File: src/rtl/rl_pkg.sv
`timescale 1ns / 1ps
package rl_pkg;

    localparam int NUM_USERS = 64;
    localparam int USER_W    = 6;
    localparam int MAX_MSGS  = 64;
    localparam int SLOT_W    = 6;
    localparam int CNT_W     = 7;
    localparam int TIME_W    = 32;
    localparam int DUR_W     = 31;
    localparam int STAT_W    = 32;
    localparam int ALL_W     = 38;
    localparam int TOT_W     = 39;
    localparam int CFG_IDX_W = 2;
    localparam int CFG_W     = 31;

    typedef enum logic [1:0] {
        OP_CHECK  = 2'd0,
        OP_QUERY  = 2'd1,
        OP_REMOVE = 2'd2,
        OP_CLEAR  = 2'd3
    } op_t;

    typedef enum logic [CFG_IDX_W-1:0] {
        CFG_WINDOW  = 2'd0,
        CFG_LIMIT   = 2'd1,
        CFG_PENALTY = 2'd2,
        CFG_SOFT    = 2'd3
    } cfg_idx_t;

    typedef enum logic [2:0] {
        S_IDLE,
        S_RD,
        S_CHK,
        S_EV,
        S_EVC,
        S_FULL,
        S_PUSH,
        S_DONE
    } state_t;

    typedef struct packed {
        op_t               op;
        logic [USER_W-1:0] user;
        logic [TIME_W-1:0] now;
    } item_t;

    typedef struct packed {
        logic [DUR_W-1:0] win;
        logic [CNT_W-1:0] limit;
        logic [DUR_W-1:0] pen;
        logic             soft_on;
    } cfg_t;

    typedef struct packed {
        logic [SLOT_W-1:0] head;
        logic [CNT_W-1:0]  count;
        logic [TIME_W-1:0] pend;
        logic              pflag;
        logic [STAT_W-1:0] sent;
        logic [STAT_W-1:0] drop;
    } rec_t;

    typedef struct packed {
        logic              allowed;
        logic [STAT_W-1:0] sent;
        logic [STAT_W-1:0] dropped;
        logic [CNT_W-1:0]  wcount;
        logic              pen;
        logic [ALL_W-1:0]  all;
    } res_t;

    // True if a lies strictly after b, modulo the time width.
    function automatic logic time_after(logic [TIME_W-1:0] a, logic [TIME_W-1:0] b);
        logic [TIME_W-1:0] d;
        d = a - b;
        return (d != '0) && !d[TIME_W-1];
    endfunction

endpackage

File: src/rtl/rl_if.sv
`timescale 1ns / 1ps
interface rl_in_if;
    logic        valid;
    logic        ready;
    logic [1:0]  op;
    logic [5:0]  user_id;
    logic [31:0] now_ms;
    modport source (output valid, output op, output user_id, output now_ms, input ready);
    modport sink (input valid, input op, input user_id, input now_ms, output ready);
endinterface


File: src/rtl/rl_front.sv
`timescale 1ns / 1ps
module rl_front (
    input  logic          clk,
    input  logic          rst_n,
    rl_in_if.sink         in_ch,
    output logic          q_valid,
    output rl_pkg::item_t q_item,
    input  logic          q_pop
);
    import rl_pkg::*;

    item_t       slot_reg [2];
    logic        rd_ptr_reg, rd_ptr_next;
    logic        wr_ptr_reg, wr_ptr_next;
    logic [1:0]  fill_reg, fill_next;
    logic        push;
    logic        pop;
    item_t       in_item;

    always_comb
    begin
        in_item.op   = op_t'(in_ch.op);
        in_item.user = in_ch.user_id;
        in_item.now  = in_ch.now_ms;
    end

    assign in_ch.ready = (fill_reg != 2'd2);
    assign push        = in_ch.valid && in_ch.ready;
    assign q_valid     = (fill_reg != 2'd0);
    assign pop         = q_pop && q_valid;
    assign q_item      = slot_reg[rd_ptr_reg];

    always_comb
    begin
        rd_ptr_next = rd_ptr_reg ^ pop;
        wr_ptr_next = wr_ptr_reg ^ push;
        fill_next   = fill_reg + {1'b0, push} - {1'b0, pop};
    end

    always_ff @(posedge clk or negedge rst_n)
    begin
        if (!rst_n)
        begin
            rd_ptr_reg <= 1'b0;
            wr_ptr_reg <= 1'b0;
            fill_reg   <= 2'd0;
        end
        else
        begin
            rd_ptr_reg <= rd_ptr_next;
            wr_ptr_reg <= wr_ptr_next;
            fill_reg   <= fill_next;
        end
    end

    always_ff @(posedge clk)
    begin
        if (push)
        begin
            slot_reg[wr_ptr_reg] <= in_item;
        end
    end

endmodule

File: src/flat_wrapper.sv
// flat-port wrapper written by rule: the top's interface ports become plain ports
module rl_front_flat import rl_pkg::*;
  (clk, rst_n, q_valid, q_item, q_pop, in_ch_valid, in_ch_op, in_ch_user_id, in_ch_now_ms, in_ch_ready);
  rl_in_if in_ch_i ();
  input  logic clk;
  input  logic rst_n;
  output logic q_valid;
  output rl_pkg::item_t q_item;
  input  logic q_pop;
  input wire logic [$bits(in_ch_i.valid)-1:0] in_ch_valid;
  input wire logic [$bits(in_ch_i.op)-1:0] in_ch_op;
  input wire logic [$bits(in_ch_i.user_id)-1:0] in_ch_user_id;
  input wire logic [$bits(in_ch_i.now_ms)-1:0] in_ch_now_ms;
  output wire logic [$bits(in_ch_i.ready)-1:0] in_ch_ready;
  assign in_ch_i.valid = in_ch_valid;
  assign in_ch_i.op = in_ch_op;
  assign in_ch_i.user_id = in_ch_user_id;
  assign in_ch_i.now_ms = in_ch_now_ms;
  assign in_ch_ready = in_ch_i.ready;
  rl_front u_core (.clk(clk), .rst_n(rst_n), .in_ch(in_ch_i), .q_valid(q_valid), .q_item(q_item), .q_pop(q_pop));
endmodule
File: config.mk
export PLATFORM = sky130hd
export DESIGN_NAME = rl_front_flat
export DESIGN_NICKNAME = d
export VERILOG_FILES = /design/src/rtl/rl_pkg.sv /design/src/rtl/rl_if.sv /design/src/rtl/rl_front.sv /design/src/flat_wrapper.sv
export SDC_FILE = /design/constraint.sdc
export NUM_CORES = 1
export LEC_CHECK = 0
export ABC_AREA = 1
export BUFFER_PORTS_ARGS = -buffer_cell sky130_fd_sc_hd__buf_2
export CORE_UTILIZATION = 52
export DETAILED_ROUTE_END_ITERATION = 7
export PLACE_DENSITY = 0.79
export SLEW_MARGIN = 40
export SYNTH_ARGS = -nofsm -noshare
export SYNTH_HDL_FRONTEND = slang
export SYNTH_SLANG_ARGS = --single-unit
File: constraint.sdc
create_clock -name clk -period 2.8 [get_ports clk]
set_clock_uncertainty 0.1 [all_clocks]
set_input_delay 0.42 -clock clk [delete_from_list [all_inputs] [get_ports clk]]
set_output_delay 0.42 -clock clk [all_outputs]
set_load 0.02 [all_outputs]
==> reports/results.tsv <==
metric	value	unit
status	completed	
post-CTS sizing	0	
hold buffers post-CTS	1	
Ports	86	
Post-Syn Instances	239	
setup TNS	0	ns
internal power	0.00259	W
Flop pwr share	0.445	
Detail Route met2 WL	2.71	mm
crit path buf inv count	2	
Synth Register Bits	84	
clock root buffer	clkbuf_8	
hold path start	in_ch_now_ms[15]	
CP Class	register to output pin	
filler cell count	441	
max layer used	met4	
Placed Instances	395	
post-route clock period utilization	0.805	
pwr dens	1080	mW/mm^2
DR pass1 iterations	4	
crit path DAT	1.73	ns
H-tree depth	3	
routed wl met3	262	um
Area Growth Syn to Fin	20.6	%
Ys Warns	0	
first-pass GRT wire length	7.91	mm
count of different cell masters after synthesis	12	
CP most frequent cell	nand2_1	
I/O Buffers	85	
Critical Path End Type	output pin	
Max-Cap Viols	0	
Synth Net Count	287	
WP data required	2.28	ns
sequential fraction of the synthesis area	0.778	
Worst Tran Pin Value	0.574	ns
share of layout cells above drive strength 1	0.350	
die width	80.7	um
worst setup path start	u_core.rd_ptr_reg$_DFF_PN0_	
NetSw	0.00158	W
Final Hold Viols	0	
CP Cell Sequence	buf_4 -> nand2_1 -> nand2_1 -> buf_2	
Avg Cell Area, Syn	13.5	sq um
# setup viols final	0	
max FFs per register	80	
# clock sinks	84	
vias	1923	
starting DRC count in detailed routing	141	
Peak Freq	444	MHz
Comb power frac	0.365	
Crit path max-delay family	flip-flops	
met1 wire length	2.28	mm
Seq. cell area	0.00250	sq mm
multi-input logic area	586	sq um
Post-DRT Antenna Nets	0	
nets@finish	380	
Switching Fraction	0.379	
All-Layer GR Usage	0.176	
Placer Congestion	0.796	
initial core utilization	0.540	
worst-path maximum fanout	28	
RSZ-0062 raised after global routing	false	
Residual DRC	0	
post-CTS setup buffer count	0	
average wire per standard cell	13.0	um
Die Span Y	80.7	um
Core ar.	0.00596	sq mm
Die Footprint	0.00651	sq mm
Slew Limit Fails	0	
Setup crit start kind	register	
pin count of the biggest net entering global routing	42	
Clk pwr share	0.189	
WL final	5.36	mm
Critical R2R Launch	u_core.fill_reg[1]$_DFF_PN0_	
vias in the first global route	1785	
Max transition margin	0.618	
CP max stage cell	dfrtp_2	
# rows	28	
fin cells	412	
initial antenna violation count	0	
Pleak	1.72	nW
gr ovfl total	0	
post-layout min period	2.25	ns
DR vias/cell	4.67	
Detail Placement HPWL	3.61	mm
Worst VDD drop	0.000529	V
Antenna Cells	0	
CTS Buf Count	9	
CTS tree	done	
Bufs on Longest Clock Path	2	
clk_lat worst skew	0.34	ns
Largest stage delay, worst path	0.74	ns
HP Class	input pin to register	
Post-Syn Area	0.00322	sq mm
Reg clk slew, reported paths	0.08	ns
layout by cell type (no fill, tap or decap):
master and instances:
nand2_1 120, buf_2 85, edfxtp_1 80, nand2_2 10, clkbuf_8 9, inv_1 8
buf_4 5, clkinv_2 3, dfrtp_1 3, nand3_1 2, ha_1 2, ha_2 2
clkbuf_1 2, a21boi_0 1, inv_8 1, clkinvlp_4 1, bufinv_16 1, dlygate4sd3_1 1
dfrtp_2 1
cell type report:
class                           count  share of cell area
Clock buffer                       11              0.0338
Clock inverter                      5              0.0135
Inverter                            9              0.0106
Multi-Input combinational cell    137               0.151
Sequential cell                    84               0.645
Tap cell                           75              0.0242
Timing Repair Buffer               91               0.122
power groups by stage:
stage | clock network, W | logic (W) | registers [W]
finish | 0.000789 | 0.00152 | 0.00186
global route | 0.000857 | 0.00168 | 0.00189
CTS | 0.000808 | 0.00155 | 0.00186
detailed placement | 0 | 0.00154 | 0.00189
global placement | 0 | 0.00151 | 0.00188
floorplan | 0 | 0.00117 | 0.00181
worst paths after layout:
kind / to / slack [ns] / cells past startpoint
max: q_item[32] / 0.55 / 4
max in group asynchronous: u_core.rd_ptr_reg$_DFF_PN0_ / 2.15 / 2
max reg2reg: u_core.slot_reg[1][34]$_DFFE_PP_ / 0.73 / 3
min reg2reg: u_core.fill_reg[1]$_DFF_PN0_ / 0.53 / 3
min in group asynchronous: u_core.rd_ptr_reg$_DFF_PN0_ / 0.31 / 2
min: u_core.slot_reg[0][15]$_DFFE_PP_ / 0.16 / 1
routing by layer:
metal | vias up | global-route usage
met4 | 0 | 0.107
met2 | 64 | 0.294
met1 | 868 | 0.208
met3 | 9 | 0.0364
met5 | - | 0
li1 | 982 | -
cell usage after synthesis:
| library cell | n | area share |
|---|---|---|
| a21boi_0 | 1 | 0.0023 |
| ha_1 | 4 | 0.016 |
| buf_8 | 1 | 0.0047 |
| nand3_1 | 2 | 0.0031 |
| inv_1 | 8 | 0.0093 |
| dfrtp_1 | 4 | 0.031 |
| nand2_1 | 120 | 0.14 |
| edfxtp_1 | 80 | 0.75 |
| buf_4 | 3 | 0.0070 |
| nand2_2 | 10 | 0.019 |
| buf_6 | 5 | 0.017 |
| inv_8 | 1 | 0.0035 |
cell families (layout without fill, tap and decap cells):
logic type               Yosys count  in the layout  synth area share
AO/OA/AOI/OAI                      1              1           0.00233
adder cells (fa/ha/maj)            4              4            0.0156
AND/OR/NAND/NOR                  132            132             0.163
buffers and inverters             18            116            0.0420
flip-flops                        84             84             0.778
metrics by stage:
stage,instance area [sq um],hold WS (ns),power [W],util,worst slack [ns]
global placement,3690,0.131,0.00339,0.619,0.699
detailed placement,3690,0.134,0.00342,0.619,0.625
floorplan,3220,0.0244,0.00299,-,0.511
finish,3880,0.164,0.00417,0.652,0.546
CTS,3880,0.147,0.00421,0.652,0.527
global route,3880,0.149,0.00443,0.652,0.421
Power figures use the tool's default switching activity.
